--- config.mk ---
export PLATFORM = sky130hd
export DESIGN_NAME = lmip_back_flat
export DESIGN_NICKNAME = d
export VERILOG_FILES = /design/src/rtl/lmip_pkg.sv /design/src/rtl/lmip_out_if.sv /design/src/rtl/lmip_mulmod.sv /design/src/rtl/lmip_back.sv /design/src/flat_wrapper.sv
export SDC_FILE = /design/constraint.sdc
export NUM_CORES = 2
export LEC_CHECK = 0
export BUFFER_PORTS_ARGS = -buffer_cell sky130_fd_sc_hd__buf_2
export CAP_MARGIN = 20
export CORE_MARGIN = 2
export CORE_UTILIZATION = 60
export DETAILED_ROUTE_END_ITERATION = 8
export PLACE_DENSITY = 0.9
export SYNTH_ARGS = -nofsm -noshare
export SYNTH_HDL_FRONTEND = slang
export SYNTH_SLANG_ARGS = --single-unit
--- constraint.sdc ---
create_clock -name i_clk -period 17.2 [get_ports i_clk]
set_input_delay 0.86 -clock i_clk [delete_from_list [all_inputs] [get_ports i_clk]]
set_output_delay 0.86 -clock i_clk [all_outputs]
set_load 0.03 [all_outputs]
--- src/rtl/lmip_pkg.sv ---
// Package for the LWE batch modular inner product block.
// Holds the shared types, the register index codes and the modular add helper.
package lmip_pkg;

    localparam int unsigned WORD_W = 64;
    localparam int unsigned KIDX_W = 10;
    localparam int unsigned DIM_W  = 11;
    localparam int unsigned CTN_W  = 16;

    localparam logic [WORD_W-1:0] MODULUS_RESET   = 64'd1024;
    localparam logic [DIM_W-1:0]  DIMENSION_RESET = 11'd512;

    typedef enum logic {
        CFG_MODULUS   = 1'b0,
        CFG_DIMENSION = 1'b1
    } t_cfg_index;

    typedef enum logic [2:0] {
        BK_IDLE,
        BK_RKEY,
        BK_MUL,
        BK_RACC,
        BK_FIN
    } t_back_state;

    typedef struct packed {
        logic [WORD_W-1:0] value;
        logic [WORD_W-1:0] key;
        logic              last;
    } t_work;

    // (x + y) mod q for x, y < q
    function automatic logic [WORD_W-1:0] add_mod(
        input logic [WORD_W-1:0] x,
        input logic [WORD_W-1:0] y,
        input logic [WORD_W-1:0] q
    );
        logic [WORD_W:0] s;
        s = {1'b0, x} + {1'b0, y};
        if (s >= {1'b0, q}) begin
            s = s - {1'b0, q};
        end
        return s[WORD_W-1:0];
    endfunction

endpackage

--- src/rtl/lmip_out_if.sv ---
// Result channel: valid/ready handshake with ciphertext number and partial sum.
// Depends on lmip_pkg.
interface lmip_out_if;
    logic                        valid;
    logic                        ready;
    logic [lmip_pkg::CTN_W-1:0]  ct_number;
    logic [lmip_pkg::WORD_W-1:0] partial;

    modport source (output valid, output ct_number, output partial, input ready);
    modport sink   (input valid, input ct_number, input partial, output ready);
endinterface

--- src/rtl/lmip_mulmod.sv ---
// Serial modular multiplier: a * b mod q, one doubling or one add per cycle.
// Depends on lmip_pkg; b must already be below q.
module lmip_mulmod (
    input  logic                        i_clk,
    input  logic                        i_rst_n,
    input  logic                        i_start,
    input  logic [lmip_pkg::WORD_W-1:0] i_a,
    input  logic [lmip_pkg::WORD_W-1:0] i_b,
    input  logic [lmip_pkg::WORD_W-1:0] i_q,
    output logic                        o_done,
    output logic [lmip_pkg::WORD_W-1:0] o_r
);
    import lmip_pkg::*;

    logic              r_busy;
    logic              r_phase;
    logic [5:0]        r_bit;
    logic [WORD_W-1:0] r_a, r_b, r_r;

    assign o_r = r_r;

    always_ff @(posedge i_clk) begin
        if (i_start) begin
            r_a <= i_a;
            r_b <= i_b;
            r_r <= '0;
        end else if (r_busy) begin
            if (!r_phase) begin
                r_r <= add_mod(r_r, r_r, i_q);
            end else begin
                if (r_a[WORD_W-1]) begin
                    r_r <= add_mod(r_r, r_b, i_q);
                end
                r_a <= {r_a[WORD_W-2:0], 1'b0};
            end
        end
    end

    always_ff @(posedge i_clk) begin
        if (!i_rst_n) begin
            r_busy  <= 1'b0;
            r_phase <= 1'b0;
            r_bit   <= '0;
            o_done  <= 1'b0;
        end else begin
            o_done <= 1'b0;
            if (i_start) begin
                r_busy  <= 1'b1;
                r_phase <= 1'b0;
                r_bit   <= '1;
            end else if (r_busy) begin
                r_phase <= ~r_phase;
                if (r_phase) begin
                    r_bit <= r_bit - 6'd1;
                    if (r_bit == '0) begin
                        r_busy <= 1'b0;
                        o_done <= 1'b1;
                    end
                end
            end
        end
    end
endmodule

--- src/rtl/lmip_back.sv ---
// Back end: reduces operands, multiplies, accumulates mod q and emits the results.
// Depends on lmip_pkg, lmip_out_if and lmip_mulmod.
module lmip_back (
    input  logic                        i_clk,
    input  logic                        i_rst_n,
    input  logic                        i_valid,
    input  lmip_pkg::t_work             i_work,
    output logic                        o_pop,
    input  logic [lmip_pkg::WORD_W-1:0] i_modulus,
    lmip_out_if.source                  o_out
);
    import lmip_pkg::*;

    t_back_state       r_state, n_state;
    logic [WORD_W-1:0] r_val, r_prod, r_acc;
    logic              r_last;
    logic [CTN_W-1:0]  r_ctn;
    logic              r_ovalid;
    logic [CTN_W-1:0]  r_octn;
    logic [WORD_W-1:0] r_opart;
    logic              degen, out_free, emit;
    logic              mm_start, mm_done;
    logic [WORD_W-1:0] mm_a, mm_b, mm_r;

    assign degen    = (i_modulus < 64'd2);
    assign out_free = !r_ovalid || o_out.ready;
    assign o_out.valid     = r_ovalid;
    assign o_out.ct_number = r_octn;
    assign o_out.partial   = r_opart;

    lmip_mulmod u_mulmod (
        .i_clk   (i_clk),
        .i_rst_n (i_rst_n),
        .i_start (mm_start),
        .i_a     (mm_a),
        .i_b     (mm_b),
        .i_q     (i_modulus),
        .o_done  (mm_done),
        .o_r     (mm_r)
    );

    always_comb begin
        n_state = r_state;
        unique case (r_state)
            BK_IDLE: if (i_valid) begin
                n_state = degen ? BK_FIN : BK_RKEY;
            end
            BK_RKEY: if (mm_done) begin
                n_state = BK_MUL;
            end
            BK_MUL: if (mm_done) begin
                n_state = BK_RACC;
            end
            BK_RACC: if (mm_done) begin
                n_state = BK_FIN;
            end
            BK_FIN: if (!r_last || out_free) begin
                n_state = BK_IDLE;
            end
            default: n_state = BK_IDLE;
        endcase
    end

    always_comb begin
        o_pop    = 1'b0;
        mm_start = 1'b0;
        mm_a     = r_acc;
        mm_b     = {{(WORD_W-1){1'b0}}, 1'b1};
        emit     = 1'b0;
        unique case (r_state)
            BK_IDLE: begin
                o_pop    = i_valid;
                mm_start = i_valid && !degen;
                mm_a     = i_work.key;
            end
            BK_RKEY: begin
                mm_start = mm_done;
                mm_a     = r_val;
                mm_b     = mm_r;
            end
            BK_MUL: begin
                mm_start = mm_done;
            end
            BK_RACC: begin
            end
            BK_FIN: begin
                emit = r_last && out_free;
            end
            default: begin
            end
        endcase
    end

    always_ff @(posedge i_clk) begin
        if (o_pop) begin
            r_val  <= i_work.value;
            r_last <= i_work.last;
        end
        if (r_state == BK_MUL && mm_done) begin
            r_prod <= mm_r;
        end
        if (emit) begin
            r_octn  <= r_ctn;
            r_opart <= r_acc;
        end
    end

    always_ff @(posedge i_clk) begin
        if (!i_rst_n) begin
            r_state  <= BK_IDLE;
            r_acc    <= '0;
            r_ctn    <= '0;
            r_ovalid <= 1'b0;
        end else begin
            r_state <= n_state;
            if (o_pop && degen) begin
                r_acc <= '0;
            end else if (r_state == BK_RACC && mm_done) begin
                r_acc <= add_mod(mm_r, r_prod, i_modulus);
            end else if (emit) begin
                r_acc <= '0;
            end
            if (emit) begin
                r_ctn    <= r_ctn + CTN_W'(1);
                r_ovalid <= 1'b1;
            end else if (o_out.ready) begin
                r_ovalid <= 1'b0;
            end
        end
    end
endmodule

--- src/flat_wrapper.sv ---
// flat-port wrapper written by rule: the top's interface ports become plain ports
module lmip_back_flat import lmip_pkg::*;
  (i_clk, i_rst_n, i_valid, i_work, o_pop, i_modulus, o_out_valid, o_out_ct_number, o_out_partial, o_out_ready);
  lmip_out_if o_out_i ();
  input  logic i_clk;
  input  logic i_rst_n;
  input  logic i_valid;
  input  lmip_pkg::t_work i_work;
  output logic o_pop;
  input  logic [lmip_pkg::WORD_W-1:0] i_modulus;
  output wire logic [$bits(o_out_i.valid)-1:0] o_out_valid;
  output wire logic [$bits(o_out_i.ct_number)-1:0] o_out_ct_number;
  output wire logic [$bits(o_out_i.partial)-1:0] o_out_partial;
  input wire logic [$bits(o_out_i.ready)-1:0] o_out_ready;
  assign o_out_valid = o_out_i.valid;
  assign o_out_ct_number = o_out_i.ct_number;
  assign o_out_partial = o_out_i.partial;
  assign o_out_i.ready = o_out_ready;
  lmip_back u_core (.i_clk(i_clk), .i_rst_n(i_rst_n), .i_valid(i_valid), .i_work(i_work), .o_pop(o_pop), .i_modulus(i_modulus), .o_out(o_out_i));
endmodule
-- Yosys cells after proc, flatten, opt, wreduce, memory -nomap -nowiden
Cells that the tools add are included.
- register bits after elaboration: 494
- bits of input ports: 197
- word-level logic and storage cells: 95
- add/sub/neg operators: 8
- $lt $le $gt $ge: 4
- equal/unequal tests: 10
- multiplexer cells: 31
- bitwise gates (word level): 3
- reduce and logical (&&, ||, !) cells: 23
- operators with widths (kind ; number):
    64-bit two-way mux ; 10
    64-bit by 64-bit adder with 65-bit output ; 3
    65-bit by 64-bit greater-or-equal comparator with 1-bit output ; 3
    64-bit subtractor ; 3
    64-bit case mux with 2 select lines ; 1
    64-bit by 2-bit < comparator with 1-bit output (second input constant) ; 1
    3-bit two-way mux ; 6
    6-bit two-way mux ; 3
    16-bit by 1-bit adder with 16-bit output (second input constant) ; 1
    3-bit case mux with 5 select lines ; 1
    1-bit two-way mux ; 9
    2-bit != test (second input constant) ; 4
    2-bit nonzero test ; 4
    3-bit by 2-bit equality test with 1-bit output (second input constant) ; 2
    6-bit zero test ; 1
    2-bit OR reduction ; 3
    6-bit by 1-bit subtractor with 6-bit output (second input constant) ; 1
    1-bit logical AND ; 5
    5-bit AND reduction ; 1
    2-bit by 1-bit != test with 1-bit output (second input constant) ; 2
    2-bit AND reduction ; 2
    4-bit OR reduction ; 1
    3-bit by 1-bit equality test with 1-bit output (second input constant) ; 1
    3-bit equality test (second input constant) ; 1
    other kinds (5) ; 10

-- Longest topological paths before layout
- word-level depth: 6
- mapped depth: 26
- mapped depth without buffers: 23

-- Hierarchy
Synthesis repeated with hierarchy kept, for this count alone.
- cell total of the unflattened synthesis: 4747
- area total of the unflattened synthesis: 40632.7 um^2
- by module, submodules not included (module ; instances ; cells an instance ; area an instance (um^2)):
    lmip_mulmod ; 1 ; 2605 ; 21092.7
    lmip_back ; 1 ; 2142 ; 19540.0

-- Worst setup path after synthesis
No wires, ideal clock.
- path type: input -> register
- from: input port i_valid
- to: register u_core.u_mulmod.r_b[0], enable pin
- setup time: 0.453 ns
- data arrival time: 8.776 ns
- required time: 16.747 ns
- setup slack: 7.970 ns
- cell stages on the path: 6
- cell sequence: nand2b_1 -> nor3_1 -> a32oi_1 -> clkbuf_1 -> clkinv_1 -> clkbuf_1
- word-level cells in the longest chain between the ends: 2
- ends and longest elaborated chain (what ; line ; text):
    start: declaration ; flat_wrapper.sv:7 ; input logic i_valid;
    1-bit logical AND ; lmip_back.sv:73 ; mm_start = i_valid && !degen;
    1-bit case mux with 2 select lines ; lmip_back.sv:70 ; unique case (r_state)
    net u_core.mm_start ; lmip_back.sv:22 ; logic mm_start, mm_done;
    end signal: assignment ; lmip_mulmod.sv:25 ; r_b <= i_b;
    end: declaration ; lmip_mulmod.sv:18 ; logic [WORD_W-1:0] r_a, r_b, r_r;
The timed path passes the listed nets, and every way through them passes these cells.
A chain may end at the register's enable or synchronous reset.

-- Final worst setup path
- from: register u_core.u_mulmod.r_r[2], in the netlist u_core.u_mulmod.o_r[2]
- to: register u_core.r_acc[63]
- word-level cells in the longest chain between the ends: 4
- elaborated cells on any way between the ends: 5
- classes of those cells: add/sub: 2; order compare: 1; mux: 2
- ends and longest elaborated chain (what ; line ; text):
    start: declaration ; lmip_mulmod.sv:18 ;
    start signal: assignment ; lmip_mulmod.sv:29 ; r_r <= add_mod(r_r, r_r, i_q);
    start signal: assignment ; lmip_mulmod.sv:32 ; r_r <= add_mod(r_r, r_b, i_q);
    64-bit by 64-bit adder with 65-bit output (*) ; lmip_pkg.sv:39 ; s = {1'b0, x} + {1'b0, y};
    64-bit subtractor / 65-bit by 64-bit greater-or-equal comparator with 1-bit output (equally long branches) ; lmip_pkg.sv:41, lmip_pkg.sv:40 ;
    64-bit two-way mux (*) ; lmip_pkg.sv:40 ; if (s >= {1'b0, q}) begin
    64-bit two-way mux (*) ; lmip_back.sv:118 ; end else if (r_state == BK_RACC && mm_done) begin
    end signal: assignment ; lmip_back.sv:119 ; r_acc <= add_mod(mm_r, r_prod, i_modulus);
    end: declaration ; lmip_back.sv:15 ; logic [WORD_W-1:0] r_val, r_prod, r_acc;
Every way passes the cells marked *; elsewhere a longest branch is shown, timed or not.

==> impl.org <==
** Outcome
- Outcome :: complete, no violations

** Timing
- Setup violations remaining at the end of the flow were counted as 0.
- Worst-margin pin slew :: ~1.2 ns
- Post-route fraction of the period consumed by the critical path :: 0.4544
- Max-slew violations :: 0
- The final hold violation count was 0.
- In the final timing run, aggregate negative setup slack is 0 ns.
- Maximum achievable frequency :: about 130 MHz
- Subtracting the final worst setup slack from the clock period gives between 7 and 8 ns.
- Max-slew headroom :: 0.2332
- Setup slack on the critical path of the routed design comes to roughly 9.4 ns.
- RSZ-0062 raised after global routing :: no
- Final hold slack :: 0.4062 ns
- On the final layout, the worst clock skew is ~0.026 ns.

** GRT
- Grt total ovfl :: 0
- The via count of the first global-routing pass was around 35,000.
- The number of antenna violations at the first check in global routing is 1.
- Entering global routing, the biggest net connects between 100 and 150 pins.
- All-Layer GR Usage :: 0.3730
- The first global-routing pass estimated just under 200 mm of wire.

** Place
- Cell area reported after detailed placement :: slightly above 40,000 um^2
- At the end of routability-driven placement, the weighted congestion stood at ~1.0.
- Prior to clock tree synthesis, the placed netlist has a worst setup slack of 9.612 ns.
- Detailed placement finished with a half-perimeter wire length of around 100 mm.
- Number of placed instances, taps included :: 5,566
- Port buffering added between 200 and 300 buffers.

** Route
- The first routing iteration left roughly 4,300 violations.
- Residual antenna-violating net count after detailed routing :: 0
- Across all layers, the routed design uses around 38,000 vias.
- After detailed routing, the number of vias per cell comes to roughly 6.7.
- For this run, design rule violations remaining after detail routing come to 0.
- After detailed routing, the average wire length per cell comes to 23.39 um.
- DRT Pass-1 Iters :: 6
- Total wire length after detailed routing :: approximately 130 mm

** Die
- From left edge to right edge, the die measures 261.0 um.
- Die span in y :: 261.0 um
- The die covers between 60,000 and 70,000 um^2.
- For this configuration, the core starts out at a cell density of 0.6038.
- After floorplanning, the core was sized to cover 65,630 um^2.
- Floorplan row count :: 94
- I/O Pins :: roughly 280

** Power
- Summed over all nets, the switching power comes to roughly 2.2 mW.
- The share of total power dissipated in sequential elements is 0.281.
- Ratio of total power to cell area :: 118.4 nW/um^2
- The design draws between 5 and 6 mW.
- Cell-internal power :: about 3.0 mW
- Combinational group share of total power :: 0.485
- Switching part of the total power :: 0.4229
- In this run the static leakage power is approximately 19 nW.
- The share of total power dissipated in the clock network is 0.234.
- Worst IR Drop VDD :: 72.37 uV

** Clock tree
- Once the clock tree was built, the setup fixing pass inserted 0 buffers.
- Cell at the root of the clock tree :: sky130_fd_sc_hd__clkbuf_16
- Once the clock tree was built, the resizer swapped 0 gates to a different size.
- Maximum buffer depth of the clock tree :: 3
- Sinks on the clock net :: ~500
- Htree depth :: 2
- After clock tree synthesis, the clock-pin slew on the worst setup and hold paths is 0.07 ns.
- Worst-Skew Late Latency :: approximately 0.63 ns
- Cts bufs inserted :: between 50 and 60
- TritonCTS built the clock tree.
- Cts-stage hold buffer count :: 0

** Logic synthesis
- Primary flip-flop cell chosen by synthesis mapping :: sky130_fd_sc_hd__edfxtp_1
- Yosys warning total :: 0
- Post-synthesis share of cell area spent on xor and xnor gates :: 0.06874
- Netlist Area Pre-Place :: ~40,000 um^2
- Of the total synthesized cell area, the portion taken by AND, OR, NAND and NOR gates is 0.1677.
- After synthesis, the share of flip-flops with an asynchronous set or reset is 0.
- In this run, distinct cell masters in the synthesized netlist total 91.
- Adder-Cell Fraction of Synth Area :: 0.1045
- Share of cell area taken by muxes after synthesis :: 0.03164
- Post-Syn Instances :: ~4,600
- Post-Synthesis Net Count :: roughly 5,200
- Combinational family with the most area after synthesis :: compound AO/OA/AOI/OAI gates
- Post-synthesis sequential area ratio :: 0.3347
- The area fraction in compound gates after synthesis came to 0.2533.
- Post-synthesis register bit count :: around 490
- The synthesized design contains ~340 enable-type register cells.
- Avg Inst Size Synth :: between 8 and 9 um^2

** Hold path
- In this run the worst hold path is classified as in -> reg.

** Cells and area
- Util after Layout :: 0.6587
- Synthesis-to-layout area growth :: 9.091%
- Total Nets Final :: ~5,300
- Layout Cells excl Fill :: roughly 5,700
- Fraction of layout cells with a size suffix above 1 :: 0.09706
- Post-Layout Inst Area :: around 43,000 um^2

** Setup path
- Crit Path Max Fanout :: 63
- Data required time of the worst path :: ~18 ns
- The setup path with the least slack is of type reg -> reg.
- Arrival time reported for the critical path endpoint :: ~8.4 ns
- CP Capture Type :: flip-flop
- CP startpoint kind :: flip-flop

** Job
- MaxCap Viol Count :: 0
placed cells by master, fill, tap and decap left out, types with 49 or more instances in the layout:
cell type and n:
sky130_fd_sc_hd__xor2_1 128, sky130_fd_sc_hd__ha_1 323, sky130_fd_sc_hd__a21o_1 175, sky130_fd_sc_hd__nand3_1 100
sky130_fd_sc_hd__nand2_1 534, sky130_fd_sc_hd__o21ai_0 449, sky130_fd_sc_hd__inv_1 151, sky130_fd_sc_hd__a211oi_1 74
sky130_fd_sc_hd__a21oi_1 424, sky130_fd_sc_hd__o21bai_1 52, sky130_fd_sc_hd__nand4_1 91, sky130_fd_sc_hd__clkbuf_16 54
sky130_fd_sc_hd__dfxtp_1 155, sky130_fd_sc_hd__and3_1 114, sky130_fd_sc_hd__nor3_1 81, sky130_fd_sc_hd__o211ai_1 53
sky130_fd_sc_hd__and2_1 49, sky130_fd_sc_hd__nor2_1 250, sky130_fd_sc_hd__buf_2 278, sky130_fd_sc_hd__xnor2_1 183
sky130_fd_sc_hd__edfxtp_1 337, sky130_fd_sc_hd__mux2i_1 114
routing by layer:
metal	wire length, um	global-route usage
met5	0	0
met1	54030	0.5090
met3	13750	0.05739
met2	56780	0.5714
met4	7978	0.2008
logic make-up after synthesis:
kind of cell               after synthesis
adders and majority gates              328
AOI/OAI and AO/OA                     1587
xor gates and xnor gates               311
muxes                                  124
buffers and inverters                  403
DFF                                    494
and+or+nand+nor                       1397
cell usage after synthesis (11+ instances only):
cell | count | area share
sky130_fd_sc_hd__o21ai_0 | 450 | 0.057
sky130_fd_sc_hd__o22ai_1 | 12 | 0.0019
sky130_fd_sc_hd__and2_1 | 49 | 0.0077
sky130_fd_sc_hd__a211oi_1 | 74 | 0.014
sky130_fd_sc_hd__o221ai_1 | 20 | 0.0044
sky130_fd_sc_hd__o31a_1 | 12 | 0.0027
sky130_fd_sc_hd__or4_1 | 11 | 0.0021
sky130_fd_sc_hd__or3_1 | 13 | 0.0021
sky130_fd_sc_hd__ha_1 | 323 | 0.10
sky130_fd_sc_hd__clkbuf_1 | 209 | 0.020
sky130_fd_sc_hd__nor2b_1 | 27 | 0.0043
sky130_fd_sc_hd__buf_2 | 29 | 0.0037
sky130_fd_sc_hd__mux2i_1 | 114 | 0.029
sky130_fd_sc_hd__nand2_1 | 535 | 0.051
sky130_fd_sc_hd__nor2_1 | 252 | 0.024
sky130_fd_sc_hd__a31oi_1 | 39 | 0.0062
sky130_fd_sc_hd__nor4_1 | 27 | 0.0043
sky130_fd_sc_hd__xnor2_1 | 183 | 0.040
sky130_fd_sc_hd__a21boi_0 | 26 | 0.0049
sky130_fd_sc_hd__o31ai_1 | 26 | 0.0049
sky130_fd_sc_hd__a221o_1 | 20 | 0.0051
sky130_fd_sc_hd__dfxtp_1 | 157 | 0.079
sky130_fd_sc_hd__a21o_1 | 175 | 0.033
sky130_fd_sc_hd__a21oi_1 | 425 | 0.054
sky130_fd_sc_hd__edfxtp_1 | 337 | 0.26
sky130_fd_sc_hd__nand3_1 | 101 | 0.013
sky130_fd_sc_hd__nor3_1 | 84 | 0.011
sky130_fd_sc_hd__o21bai_1 | 52 | 0.0099
sky130_fd_sc_hd__xor2_1 | 128 | 0.028
sky130_fd_sc_hd__o21a_1 | 31 | 0.0059
sky130_fd_sc_hd__nand2b_1 | 39 | 0.0062
sky130_fd_sc_hd__inv_1 | 151 | 0.014
sky130_fd_sc_hd__and4_1 | 13 | 0.0029
sky130_fd_sc_hd__and3_1 | 114 | 0.018
sky130_fd_sc_hd__a41oi_1 | 15 | 0.0033
sky130_fd_sc_hd__a22oi_1 | 15 | 0.0028
sky130_fd_sc_hd__nand4_1 | 91 | 0.014
sky130_fd_sc_hd__a311oi_1 | 11 | 0.0024
sky130_fd_sc_hd__o211ai_1 | 53 | 0.010
sky130_fd_sc_hd__a211o_1 | 19 | 0.0042
sky130_fd_sc_hd__or2_2 | 13 | 0.0021
sky130_fd_sc_hd__a31o_2 | 16 | 0.0035
worst max-delay path: stages, from the launching register on:
cell and delay, ns:
sky130_fd_sc_hd__dfxtp_1 0.51, sky130_fd_sc_hd__ha_1 0.32, sky130_fd_sc_hd__o21ai_0 0.14, sky130_fd_sc_hd__o21ai_0 0.21, sky130_fd_sc_hd__and3_1 0.29, sky130_fd_sc_hd__o21ai_0 0.17, sky130_fd_sc_hd__a2111oi_1 0.89, sky130_fd_sc_hd__o21ai_0 0.37
sky130_fd_sc_hd__a311oi_1 0.47, sky130_fd_sc_hd__o211ai_1 0.17, sky130_fd_sc_hd__nand4b_1 0.13, sky130_fd_sc_hd__o211ai_1 0.19, sky130_fd_sc_hd__ha_1 0.47, sky130_fd_sc_hd__nand2_1 0.14, sky130_fd_sc_hd__nor3_1 0.53, sky130_fd_sc_hd__and3_1 0.30
sky130_fd_sc_hd__nand4_1 0.33, sky130_fd_sc_hd__nand3_1 0.24, sky130_fd_sc_hd__a211oi_2 0.07, sky130_fd_sc_hd__o31ai_4 0.06, sky130_fd_sc_hd__buf_4 0.71, sky130_fd_sc_hd__nand2b_1 0.59, sky130_fd_sc_hd__nor2_1 0.29, sky130_fd_sc_hd__a221o_1 0.15
state kept, by name, indices dropped and copies added (netlist names):
signal,count
u_core.u_mulmod.r_phase,1
u_core.r_prod,64
u_core.r_ctn,16
u_core.u_mulmod.o_done,1
u_core.u_mulmod.r_busy,1
u_core.o_out.ct_number,16
u_core.r_val,64
u_core.u_mulmod.o_r,64
u_core.o_out.valid,1
u_core.u_mulmod.r_a,64
u_core.r_state,3
u_core.r_last,1
u_core.o_out.partial,64
u_core.r_acc,64
u_core.u_mulmod.r_bit,6
u_core.u_mulmod.r_b,64
final timing paths:
check,startpoint,endpoint,slack (ns),depth (start not counted)
setup / recovery,u_core.u_mulmod.o_r[2],u_core.r_acc[63],9.38,23
hold / removal,i_work[123],u_core.r_val[58],0.41,1
setup reg to reg,u_core.u_mulmod.o_r[2],u_core.r_acc[63],9.38,23
hold reg to reg,u_core.r_acc[2],u_core.o_out.partial[2],0.45,0
area by class of cell:
cell class | instances | area, um^2
Multi-Input combinational cell | 3747 | 24890
Fill cell | 5305 | 22400
Sequential cell | 494 | 13270
Timing Repair Buffer | 309 | 1624
Clock buffer | 61 | 1388
Tap cell | 864 | 1081
Inverter | 152 | 570.5
Clock inverter | 38 | 402.9
Antenna cell | 2 | 5.005
power by group through the flow:
stage          logic (mW)  registers [mW]  clock network, mW
2_1_floorplan        1.82            1.42                  0
3_3_place_gp         2.36            1.45                  0
3_5_place_dp         2.38            1.45                  0
4_1_cts              2.40            1.43               1.20
5_1_grt              2.68            1.44               1.24
6_report             2.48            1.44               1.20
Note: power is estimated with default switching activity, not from simulation.
