### config.mk
export PLATFORM = sky130hd
export DESIGN_NAME = lmip_fifo
export DESIGN_NICKNAME = d
export VERILOG_FILES = /design/src/rtl/lmip_pkg.sv /design/src/rtl/lmip_fifo.sv
export SDC_FILE = /design/constraint.sdc
export NUM_CORES = 1
export LEC_CHECK = 0
export ABC_AREA = 1
export BUFFER_PORTS_ARGS = -buffer_cell sky130_fd_sc_hd__buf_2
export CORE_MARGIN = 2
export CORE_UTILIZATION = 52
export DETAILED_ROUTE_END_ITERATION = 8
export HOLD_SLACK_MARGIN = 0.06
export PLACE_DENSITY = 0.79
export SLEW_MARGIN = 20
export SYNTH_ARGS = -nofsm -noshare
export SYNTH_HDL_FRONTEND = slang
export SYNTH_SLANG_ARGS = --single-unit
### constraint.sdc
create_clock -name i_clk -period 10.8 [get_ports i_clk]
set_clock_uncertainty 0.1 [all_clocks]
set_input_delay 2.16 -clock i_clk [delete_from_list [all_inputs] [get_ports i_clk]]
set_output_delay 2.16 -clock i_clk [all_outputs]
set_load 0.1 [all_outputs]
### src/rtl/lmip_pkg.sv
// Package for the LWE batch modular inner product block.
// Holds the shared types, the register index codes and the modular add helper.
package lmip_pkg;

    localparam int unsigned WORD_W = 64;
    localparam int unsigned KIDX_W = 10;
    localparam int unsigned DIM_W  = 11;
    localparam int unsigned CTN_W  = 16;

    localparam logic [WORD_W-1:0] MODULUS_RESET   = 64'd1024;
    localparam logic [DIM_W-1:0]  DIMENSION_RESET = 11'd512;

    typedef enum logic {
        CFG_MODULUS   = 1'b0,
        CFG_DIMENSION = 1'b1
    } t_cfg_index;

    typedef enum logic [2:0] {
        BK_IDLE,
        BK_RKEY,
        BK_MUL,
        BK_RACC,
        BK_FIN
    } t_back_state;

    typedef struct packed {
        logic [WORD_W-1:0] value;
        logic [WORD_W-1:0] key;
        logic              last;
    } t_work;

    // (x + y) mod q for x, y < q
    function automatic logic [WORD_W-1:0] add_mod(
        input logic [WORD_W-1:0] x,
        input logic [WORD_W-1:0] y,
        input logic [WORD_W-1:0] q
    );
        logic [WORD_W:0] s;
        s = {1'b0, x} + {1'b0, y};
        if (s >= {1'b0, q}) begin
            s = s - {1'b0, q};
        end
        return s[WORD_W-1:0];
    endfunction

endpackage

### src/rtl/lmip_fifo.sv
// Two-entry queue of work transactions between front and back.
// Depends on lmip_pkg.
module lmip_fifo (
    input  logic                  i_clk,
    input  logic                  i_rst_n,
    input  logic                  i_push,
    input  lmip_pkg::t_work       i_data,
    output logic                  o_full,
    input  logic                  i_pop,
    output logic                  o_valid,
    output lmip_pkg::t_work       o_data
);
    import lmip_pkg::*;

    t_work       r_slot [2];
    logic        r_wp, r_rp;
    logic [1:0]  r_cnt;

    assign o_full  = (r_cnt == 2'd2);
    assign o_valid = (r_cnt != 2'd0);
    assign o_data  = r_slot[r_rp];

    always_ff @(posedge i_clk) begin
        if (i_push) begin
            r_slot[r_wp] <= i_data;
        end
    end

    always_ff @(posedge i_clk) begin
        if (!i_rst_n) begin
            r_wp  <= 1'b0;
            r_rp  <= 1'b0;
            r_cnt <= 2'd0;
        end else begin
            if (i_push) begin
                r_wp <= ~r_wp;
            end
            if (i_pop) begin
                r_rp <= ~r_rp;
            end
            r_cnt <= r_cnt + {1'b0, i_push} - {1'b0, i_pop};
        end
    end

    a_no_overflow: assert property (@(posedge i_clk) disable iff (!i_rst_n)
        i_push |-> (!o_full || i_pop)) else $error("queue overflow");
    a_no_underflow: assert property (@(posedge i_clk) disable iff (!i_rst_n)
        i_pop |-> o_valid) else $error("queue underflow");
    a_count_bound: assert property (@(posedge i_clk) disable iff (!i_rst_n)
        r_cnt != 2'd3) else $error("queue count out of range");
endmodule

**Word-level counts from Yosys, hierarchy flattened**

Memory sizes are Yosys's and may differ from the RTL's. A register that Yosys moved wholly into a read port is not among the register bits.
Index checks and enable logic that the tools add are counted.

- $add $sub $neg: 2
- Eq/ne operators: 1
- Mux-type cells: 4
- Bitwise gates (word level): 2
- Reduce and logical (&&, ||, !) cells: 1

Operators by type and width:

| kind | number |
|---|---|
| 1-bit 2-to-1 mux | 4 |
| 2-bit by 1-bit adder with 2-bit output | 1 |
| 2-bit == test, second input constant | 1 |
| 1-bit NOT | 2 |
| 2-bit nonzero test | 1 |
| 2-bit by 1-bit subtractor with 2-bit output | 1 |

- Register bits after elaboration: 4
- RAM bits: 258
- Output and inout port bits: 131
- Logic and storage cells: 14
- Memories kept: 1

Memory list:

| name | words | width | rd ports | clocked after memory_dff | wr ports | line | text |
|---|---|---|---|---|---|---|---|
| r_slot | 2 | 129 | 1 | 1 | 1 | lmip_fifo.sv:15 | `t_work r_slot [2];` |

**Depth between registers and ports, before layout**

Gate-level depths: netlist of run 1.

- Depth in word-level cells: 3
- Gate-level depth with buffers: 9
- Depth with buffers taken out: 9

**Worst setup path after synthesis of run 1**

No wires, ideal clock.

- Kind: in2reg
- From: input port i_push
- To: memory r_slot[0][0] in the netlist's numbering (enable)
- Setup time: 0.622 ns
- Arrival: 7.596 ns
- Path slack: 2.482 ns
- Stages: 2
- Cells stage by stage: inv_1 > nor2_1

- Word-level cells in the longest chain between the ends: 2

Ends and longest elaborated chain:

| element | line | text |
|---|---|---|
| from (decl) | lmip_fifo.sv:6 | `input logic i_push,` |
| 1-bit 2-to-1 mux | lmip_fifo.sv:24 | `if (i_push) begin` |
| 1-bit 2-to-1 mux (not written as such) | lmip_fifo.sv:25 | `r_slot[r_wp] <= i_data;` |
| to (decl) | lmip_fifo.sv:15 |  |

No other way between the ends.

==> summary.txt, run 1 <==
Floorplanning
  • Core area: ~18,000 µm²
  • Ports: 264
  • Rows: 49
  • Die Wd: 139.7 µm
  • Die Ht: 139.7 µm
  • Die area: approximately 20,000 µm²
  • Initial Utilization: 0.5313

Clock network
  • Worst skew pair latency: approximately 0.5 ns
  • Hold_buf cts: 0
  • Clock root buffer: clkbuf_16
  • Total CTS buffers: 26
  • Setup Buffers After CTS: 0
  • CTS H-tree depth: 1
  • Post-CTS sizing: 0
  • Clock transition at path regs: 0.06 ns
  • CTS tree: done
  • CTS Sinks: 263
  • Max clock buf depth: 3

Power and ir drop
  • Logic gate share of total power: 0.202
  • Power density over the cells: ~210 nW/µm²
  • Maximum VDD drop: 0.1446 mV
  • Internal power: between 1.5 and 2 mW
  • Sequential fraction of design power: 0.481
  • Switching power: 0.7691 mW
  • Clock network power share: 0.317
  • Leakage: 4.466 nW
  • Switching Fraction: 0.3081

Routing
  • Post-route ant nets: 0
  • Routed len/inst: 18.66 µm
  • Total vias in the final route: slightly below 5,000
  • Total wire length: 17.94 mm
  • Vias per inst: 5.114
  • DR iter-0 viols: 288
  • Drt pass-1 iters: 4
  • Drt drc: 0

Critical path
  • Slowest stage cell, crit path: buf_4
  • Endpoint class of the critical path: output pin
  • Setup Crit Path Kind: flop to output pin
  • Buffers & Inverters on Critical Path: 2
  • Worst EP arrival: 2.98 ns
  • CP top delay family: buffers and inverters
  • Crit-path cells: buf_4, mux2_2, buf_2
  • Slowest cell delay on critical path: 0.84 ns
  • Worst Path Required: 8.54 ns
  • Startpoint Class: flop
  • Critical path fanouts, max: 74

Timing
  • Worst-Margin Slew: 0.9546 ns
  • Min Tclk post-route: 5.244 ns
  • RSZ-0062 raised after global routing: false
  • Max Slew Vio Count: 0
  • Fin crit share: 0.4855
  • Worst rel slew slack: 0.3636
  • Count of final setup violators: 0
  • Hold Fails Final Rpt: 0
  • Setup TNS: 0 ns
  • Fmax: 190.7 MHz

Synthesis
  • Synthesized flop and latch total: roughly 260
  • Synth Area in Adders: 0.002613
  • Compound-Gate Fraction of Synth Area: 0.0005226
  • Syn nets: 569
  • Cells after Synth: 434
  • Syn Area/Cell: around 22 µm²
  • Synth Area in Simple Gates: 0.007186
  • Synthesized-area fraction occupied by xor and xnor cells: 0
  • Seq/Total Area, Yosys: 0.8194
  • Post-Syn Area: 9577 µm²
  • Total number of yosys warnings: 0
  • Largest family of logic cells by synthesized area: multiplexers
  • Yosys cell types: 11
  • Mux share of post-synthesis cell area: 0.1517

Layout
  • Fin cells: 961
  • Layout cell share with drive strength beyond 1: 0.5904
  • P&R area growth vs syn: 23.45%
  • Net count of the finished layout: 850

GRT
  • Initial antenna violation count: 4
  • Total track usage: 0.1759
  • First-pass GRT wire length: approximately 27 mm
  • Vias in the first global route: a little over 5,000
  • Largest net degree at the start of global routing: 75
  • Global route overflow: 0

Placement
  • Port buffer count: 263
  • Routability cong.: about 0.76
  • Placed instance count: slightly above 900
  • Post-DP HPWL: 11.79 mm

Outcome
  • Outcome: complete, no violations

Run
  • Max_cap viols: 0

Hold path
  • Worst hold path type: flop to flop
metrics by stage:
stage	area [µm²]	util	total power [mW]	worst slack (ns)	hold WS (ns)
2_1_floorplan	9577	-	1.650	2.482	0.3635
3_3_place_gp	11070	0.6143	1.719	6.065	0.3802
3_5_place_dp	11070	0.6143	1.730	6.027	0.4023
4_1_cts	11820	0.6556	2.521	5.501	0.4172
5_1_grt	11820	0.6559	2.576	5.364	0.4236
6_report	11820	0.6559	2.497	5.556	0.4169
power by group through the flow:
| stage | clock network [mW] | logic (mW) | registers (mW) |
|---|---|---|---|
| floorplan | 0 | 0.430 | 1.22 |
| global placement | 0 | 0.500 | 1.22 |
| detailed placement | 0 | 0.507 | 1.22 |
| CTS | 0.811 | 0.508 | 1.20 |
| global route | 0.850 | 0.521 | 1.21 |
| finish | 0.791 | 0.504 | 1.20 |
area by class of cell:
| cell class | count | area [µm²] |
|---|---|---|
| sequential | 263 | 7851 |
| fill | 1263 | 6202 |
| multi-input combinational | 150 | 1559 |
| timing repair buffer | 267 | 1346 |
| clock buffer | 33 | 698.2 |
| tap | 229 | 286.5 |
| clock inverter | 10 | 47.55 |
| inverter | 7 | 28.78 |
| antenna | 2 | 5.005 |
per-layer routing:
| layer | up-vias | wire, µm | GRT usage |
|---|---|---|---|
| li1 | 2269 | - | - |
| met1 | 2402 | 6941 | 0.2183 |
| met2 | 212 | 9144 | 0.2991 |
| met3 | 30 | 1519 | 0.05231 |
| met4 | 2 | 317 | 0.05684 |
| met5 | - | 13 | 0 |
worst paths after layout:
check / to / slack [ns] / cells past startpoint / start
worst min-delay path: flop / 0.42 / 2 / r_rp$_SDFFE_PN0P_
worst max register to register: r_slot[1][61]$_DFFE_PP_ / 8.29 / 3 / r_wp$_SDFFE_PN0P_
worst max-delay path: o_data[105] / 5.56 / 3 / flop
worst min register to register: flop / 0.42 / 2 / r_rp$_SDFFE_PN0P_
Yosys cell counts:
| master | instances | area (µm²) |
|---|---|---|
| nand2_1 | 9 | 33.78 |
| mux2_2 | 129 | 1453 |
| edfxtp_1 | 258 | 7747 |
| a21oi_1 | 1 | 5.000 |
| ha_1 | 2 | 25.02 |
| nand3_1 | 1 | 5.000 |
| buf_2 | 1 | 5.000 |
| dfxtp_1 | 5 | 100.1 |
| inv_1 | 7 | 26.28 |
| nor2_1 | 8 | 30.03 |
| buf_6 | 13 | 146.4 |
placed cells by master, fill, tap and decap left out, types with 2 or more instances in the layout:
master / n
diode_2: 2
clkinv_1: 5
inv_1: 6
nor2_1: 7
ha_1: 2
clkinv_2: 4
clkbuf_1: 6
edfxtp_1: 258
buf_2: 263
mux2_2: 129
buf_4: 4
clkbuf_16: 27
nand2_1: 9
dfxtp_1: 4
kinds of logic after synthesis:
| kind of cell | count (synthesis) |
|---|---|
| AO/OA/AOI/OAI | 1 |
| adder cells (fa/ha/maj) | 2 |
| buffers and inverters | 21 |
| flip-flops | 263 |
| multiplexers | 129 |
| AND/OR/NAND/NOR | 18 |
worst reg2reg max path, stage by stage (launching register included):
cell and delay, ns:
dfxtp_1 0.40, nand2_1 0.14, inv_4 0.55, buf_4 0.88
flip-flops by register name, summed over array words and instances, names as in the netlist, named ones only:
| name | count |
|---|---|
| r_slot | 258 |
| r_cnt | 2 |
| r_rp | 1 |
| r_wp | 1 |
No activity file was read; power rests on OpenSTA's default activity.
==> run 2: changes to the inputs <==
==> constraint.sdc (replaced) <==
create_clock -name i_clk -period 5.4 [get_ports i_clk]
set_clock_uncertainty 0.1 [all_clocks]
set_input_delay 1.08 -clock i_clk [delete_from_list [all_inputs] [get_ports i_clk]]
set_output_delay 1.08 -clock i_clk [all_outputs]
set_load 0.1 [all_outputs]
==> run 2 against run 1 <==
Worst hold slack got worse by 0.019 ns. Die area unchanged. Critical path depth did not move. Register-to-register slack got worse by 5.0 ns. Sequential power rose by 100%. Critical endpoint is now o_data[104].
==> summary.txt, run 2 (synthesis results as in run 1) <==
Routing
  • Vias per inst: 5.132 (was 5.114)
  • Post-route ant nets: 0 (unchanged)
  • Routed len/inst: 18.69 µm (was 18.66 µm)
  • Drt drc: 0 (unchanged)
  • DR iter-0 viols: 250 (was 288)
  • Total wire length: 17.98 mm (was 17.94 mm)
  • Drt pass-1 iters: 4 (unchanged)
  • Total vias in the final route: 4,937 (was 4,915)

Floorplanning
  • Rows: 49 (unchanged)
  • Die Ht: 139.7 µm (unchanged)
  • Core area: 18,020 µm² (unchanged)
  • Die area: 19,520 µm² (unchanged)
  • Initial Utilization: 0.5313 (unchanged)
  • Ports: 264 (unchanged)
  • Die Wd: 139.7 µm (unchanged)

Clock network
  • Post-CTS sizing: 0 (unchanged)
  • Max clock buf depth: 3 (unchanged)
  • Clock root buffer: clkbuf_16 (unchanged)
  • Clock transition at path regs: 0.06 ns (about the same)
  • CTS H-tree depth: 1 (unchanged)
  • CTS Sinks: 263 (unchanged)
  • Total CTS buffers: 26 (unchanged)
  • Hold_buf cts: 0 (unchanged)
  • Setup Buffers After CTS: 0 (unchanged)
  • CTS tree: done (unchanged)
  • Worst skew pair latency: 0.51 ns (was 0.50 ns)

GRT
  • Global route overflow: 0 (unchanged)
  • First-pass GRT wire length: 27.68 mm (was 27.12 mm)
  • Met2 usage: 0.3081 (was 0.2991)
  • Fraction of met1 tracks used by global routing: 0.2179 (was 0.2183)
  • Total track usage: 0.1794 (was 0.1759)
  • Initial antenna violation count: 1 (was 4)
  • Gr busiest metal: met2 (unchanged)
  • Routing usage on met3: 0.05747 (was 0.05231)
  • Largest net degree at the start of global routing: 79 (was 75)
  • Vias in the first global route: 5,234 (was 5,190)

Critical path
  • Setup Crit Path Kind: flop to output pin (unchanged)
  • Flop2flop setup slack: 3.29 ns (was 8.29 ns)
  • Endpoint class of the critical path: output pin (unchanged)
  • Crit path to: o_data[104] (was o_data[105])
  • Register-to-Register Path Depth: 3 (unchanged)
  • Worst Path Required: 4.22 ns (was 8.54 ns)
  • Critical path fanouts, max: 78 (was 74)
  • Reg2reg end: r_slot[0][85]$_DFFE_PP_ (was r_slot[1][61]$_DFFE_PP_)
  • Worst EP arrival: 2.61 ns (was 2.98 ns)
  • R2r startpoint: r_wp$_SDFFE_PN0P_ (unchanged)
  • Startpoint Class: flop (unchanged)

Layout
  • Largest regs: r_slot x258, r_cnt x2 (unchanged)
  • Layout cell share with drive strength beyond 1: 0.5894 (was 0.5904)
  • Largest Register: r_slot (unchanged)
  • Most common cell after layout, fill and taps aside: buf_2 (unchanged)
  • P&R area growth vs syn: 24.04% (was 23.45%)
  • Fin cells: 962 (was 961)
  • Ant diodes: 0 (was 2)
  • Net count of the finished layout: 851 (was 850)
  • Commonest non-fill, non-tap cells in the layout: 263 x buf_2, 258 x edfxtp_1, 129 x mux2_2 (unchanged)
  • Largest register FFs: 258 (unchanged)

Timing
  • Worst-Margin Slew: 1.052 ns (was 0.9546 ns)
  • Count of final setup violators: 0 (unchanged)
  • Setup TNS: 0 ns (unchanged)
  • Worst rel slew slack: 0.2990 (was 0.3636)
  • Fin crit share: 0.7019
  • Fmax: between 200 and 300 MHz
  • Max Slew Vio Count: 0 (unchanged)
  • Final worst setup slack: 1.610 ns (was 5.556 ns)
  • Hold Fails Final Rpt: 0 (unchanged)
  • RSZ-0062 raised after global routing: false (unchanged)
  • Min Tclk post-route: 3.790 ns

Placement
  • DP Worst Slack: 2.037 ns (was 6.027 ns)
  • Routability cong.: 0.7692 (was 0.7560)
  • Post-DP HPWL: 11.87 mm (was 11.79 mm)
  • Port buffer count: 263 (unchanged)
  • Placed instance count: 917 (was 916)

Power and ir drop
  • Maximum VDD drop: 0.2941 mV (was 0.1446 mV)
  • Power density over the cells: 425.5 nW/µm² (was 211.2 nW/µm²)
  • Leakage: 4.491 nW (was 4.466 nW)

Run
  • Max_cap viols: 0 (unchanged)

Hold path
  • Worst hold path type: flop to flop (unchanged)

Outcome
  • Outcome: complete, no violations (unchanged)
run 2: how the worst min path moves through the flow:
| stage | startpoint | to | slack [ns] | cells past startpoint |
|---|---|---|---|---|
| after floorplan | r_rp$_SDFFE_PN0P_ | flop | 0.36 | 2 |
| after global placement | r_rp$_SDFFE_PN0P_ | flop | 0.37 | 2 |
| after detailed placement | r_rp$_SDFFE_PN0P_ | r_rp$_SDFFE_PN0P_ | 0.38 | 2 |
| after CTS | r_rp$_SDFFE_PN0P_ | r_rp$_SDFFE_PN0P_ | 0.40 | 2 |
| after global routing | r_rp$_SDFFE_PN0P_ | r_rp$_SDFFE_PN0P_ | 0.42 | 2 |
| final | r_rp$_SDFFE_PN0P_ | r_rp$_SDFFE_PN0P_ | 0.40 | 2 |
run 2: power breakdown:
part,switching (mW),internal (mW)
Sequential,0.0414,2.37
Clock,0.687,0.951
Combinational,0.822,0.187
run 2: through the flow:
step | cell area [µm²] | util | power [mW] | hold WS [ns]
global route | 11880 | 0.6590 | 5.211 | 0.4237
floorplan | 9579 | - | 3.294 | 0.3635
global placement | 11100 | 0.6161 | 3.444 | 0.3735
detailed placement | 11100 | 0.6161 | 3.463 | 0.3840
CTS | 11880 | 0.6590 | 5.105 | 0.4000
finish | 11880 | 0.6590 | 5.055 | 0.3980
run 2: cell type report:
cell class                 count  area (µm²)
sequential                   263        7851
fill                        1226        6146
multi-input combinational    150        1559
timing repair buffer         268        1379
clock buffer                  33       698.2
tap                          229       286.5
clock inverter                12       76.32
inverter                       7       28.78
run 2: layer usage:
metal | vias up | part of all wire
met1 | 2396 | 0.38
met5 | - | 0.00072
met4 | 2 | 0.024
met2 | 221 | 0.50
met3 | 42 | 0.089
li1 | 2276 | -
run 2: critical path, stage by stage, from the launching register on:
cell     delay (ns)
dfxtp_4        1.00
buf_12         0.36
mux2_2         0.39
buf_2          0.29
==> run 3: changes to the inputs <==
==> constraint.sdc (replaced) <==
create_clock -name i_clk -period 3.55 [get_ports i_clk]
set_clock_uncertainty 0.1 [all_clocks]
set_input_delay 0.71 -clock i_clk [delete_from_list [all_inputs] [get_ports i_clk]]
set_output_delay 0.71 -clock i_clk [all_outputs]
set_load 0.1 [all_outputs]
==> run 3 against run 2 <==
Critical path depth unchanged. Global-route usage shrank 0.39 points. First-iteration DRC count rose by 0.40%. Sequential share of layout area decreased by 0.69 points. Critical path type unchanged. Largest cell class unchanged.
==> summary.txt, run 3 (synthesis results as in run 1) <==
Outcome
  • Outcome: complete, no violations (unchanged)

Floorplanning
  • Ports: 264 (unchanged)
  • Die Wd: 139.7 µm (unchanged)
  • Core area: 18,020 µm² (unchanged)
  • Die area: 19,520 µm² (unchanged)
  • Initial Utilization: 0.5313 (unchanged)
  • Rows: 49 (unchanged)
  • Die Ht: 139.7 µm (unchanged)

Timing
  • Min Tclk post-route: about 3.0 ns
  • Count of final setup violators: 0 (unchanged)
  • Setup TNS: 0 ns (unchanged)
  • Worst rel slew slack: 0.3980 (was 0.2990)
  • RSZ-0062 raised after global routing: false (unchanged)
  • Fin crit share: 0.8575
  • Fmax: 328.5 MHz
  • Hold Fails Final Rpt: 0 (unchanged)
  • Worst-Margin Slew: 0.9030 ns (was 1.052 ns)
  • Max Slew Vio Count: 0 (unchanged)

Critical path
  • Endpoint class of the critical path: output pin (unchanged)
  • Startpoint Class: flop (unchanged)
  • Worst EP arrival: 2.23 ns (was 2.61 ns)
  • Slowest cell delay on critical path: 0.55 ns (was 1.00 ns)
  • Critical path fanouts, max: 35 (was 78)
  • Slowest stage cell, crit path: dfxtp_4 (unchanged)
  • Buffers & Inverters on Critical Path: 2 (unchanged)
  • Worst Path Required: 2.74 ns (was 4.22 ns)
  • Crit-path cells: buf_4, mux2_2, buf_2 (was buf_12, mux2_2, buf_2)
  • Setup Crit Path Kind: flop to output pin (unchanged)
  • CP top delay family: buffers and inverters (was flip-flops)

GRT
  • Initial antenna violation count: 0 (was 1)
  • Routing usage on met3: 0.04818 (was 0.05747)
  • First-pass GRT wire length: 27.34 mm (was 27.68 mm)
  • Largest net degree at the start of global routing: 73 (was 79)
  • Gr busiest metal: met2 (unchanged)
  • Total track usage: 0.1755 (was 0.1794)
  • Met2 usage: 0.3160 (was 0.3081)
  • Vias in the first global route: 5,345 (was 5,234)
  • Fraction of met1 tracks used by global routing: 0.2012 (was 0.2179)
  • Global route overflow: 0 (unchanged)

Clock network
  • Clock root buffer: clkbuf_16 (unchanged)
  • Setup Buffers After CTS: 0 (unchanged)
  • CTS tree: done (unchanged)
  • Max clock buf depth: 3 (unchanged)
  • Post-CTS sizing: 0 (unchanged)
  • Worst skew pair latency: 0.50 ns (was 0.51 ns)
  • CTS H-tree depth: 1 (unchanged)
  • Hold_buf cts: 0 (unchanged)
  • Clock transition at path regs: 0.06 ns (about the same)
  • Total CTS buffers: 27 (was 26)
  • CTS Sinks: 263 (unchanged)

Routing
  • Total wire length: 18.03 mm (was 17.98 mm)
  • Vias per inst: 5.118 (was 5.132)
  • Drt drc: 0 (unchanged)
  • DR iter-0 viols: 251 (was 250)
  • Drt pass-1 iters: 4 (unchanged)
  • Routed len/inst: 18.64 µm (was 18.69 µm)
  • Post-route ant nets: 0 (unchanged)
  • Total vias in the final route: 4,949 (was 4,937)

Layout
  • Net count of the finished layout: 853 (was 851)
  • Utilization of the core after routing: 0.6660 (was 0.6590)
  • Largest register FFs: 258 (unchanged)
  • P&R area growth vs syn: 25.35% (was 24.04%)
  • Fill count: 1,230 (was 1,226)
  • Largest Register: r_slot (unchanged)
  • Layout cell share with drive strength beyond 1: 0.5962 (was 0.5894)
  • Largest regs: r_slot x258, r_cnt x2 (unchanged)
  • Most common cell after layout, fill and taps aside: buf_2 (unchanged)
  • Commonest non-fill, non-tap cells in the layout: 263 x buf_2, 258 x edfxtp_1, 129 x mux2_2 (unchanged)
  • Ant diodes: 0 (unchanged)

Placement
  • Port buffer count: 263 (unchanged)
  • Post-DP HPWL: 12.05 mm (was 11.87 mm)
  • Routability cong.: 0.7834 (was 0.7692)

Hold path
  • Worst hold path type: primary input to flop (was flop to flop)

Power and ir drop
  • Leakage: 4.541 nW (was 4.491 nW)
  • Maximum VDD drop: 0.5158 mV (was 0.2941 mV)
  • Power density over the cells: 661.9 nW/µm² (was 425.5 nW/µm²)

Run
  • Max_cap viols: 0 (unchanged)
[run 3: path summary, 6_finish.rpt]
| path | start | to | slack (ns) | cells after the start |
|---|---|---|---|---|
| setup / recovery | flop | o_data[69] | 0.51 | 3 |
| hold / removal | i_data[62] | r_slot[1][62]$_DFFE_PP_ | 0.28 | 1 |
| setup reg to reg | r_wp$_SDFFE_PN0P_ | r_slot[1][72]$_DFFE_PP_ | 1.70 | 3 |
| hold reg to reg | r_rp$_SDFFE_PN0P_ | r_rp$_SDFFE_PN0P_ | 0.42 | 2 |
[run 3: routing by layer]
| layer | wire length [µm] | part of all wire |
|---|---|---|
| met5 | 0 | 0 |
| met4 | 504 | 0.028 |
| met3 | 1413 | 0.078 |
| met2 | 9432 | 0.52 |
| met1 | 6675 | 0.37 |
[run 3: where the power goes]
group | internal [mW] | leakage [nW] | total (mW) | switching (mW)
Sequential | 3.60 | 2.46 | 3.65 | 0.0489
Clock | 1.67 | 0.428 | 2.75 | 1.07
Combinational | 0.287 | 1.65 | 1.55 | 1.27
[run 3: layout make-up]
| cell class | instances | area (µm²) | area share |
|---|---|---|---|
| Clock buffer | 30 | 686.9 | 0.05722 |
| Clock inverter | 19 | 191.4 | 0.01595 |
| Inverter | 7 | 30.03 | 0.002502 |
| Multi-Input combinational cell | 150 | 1559 | 0.1299 |
| Sequential cell | 263 | 7851 | 0.6541 |
| Tap cell | 229 | 286.5 | 0.02387 |
| Timing Repair Buffer | 269 | 1399 | 0.1165 |
[run 3: per-stage QoR]
stage | cells | power [mW] | area (µm²) | setup WS, ns | hold WS (ns)
after floorplan | 434 | 5.004 | 9588 | 0.3377 | 0.3635
after global placement | 918 | 5.231 | 11130 | 1.076 | 0.3818
after detailed placement | 918 | 5.269 | 11130 | 1.009 | 0.4096
after CTS | 967 | 8.010 | 12000 | 0.4652 | 0.2619
after global routing | 967 | 8.184 | 12000 | 0.4020 | 0.2687
final | 967 | 7.946 | 12000 | 0.5058 | 0.2848
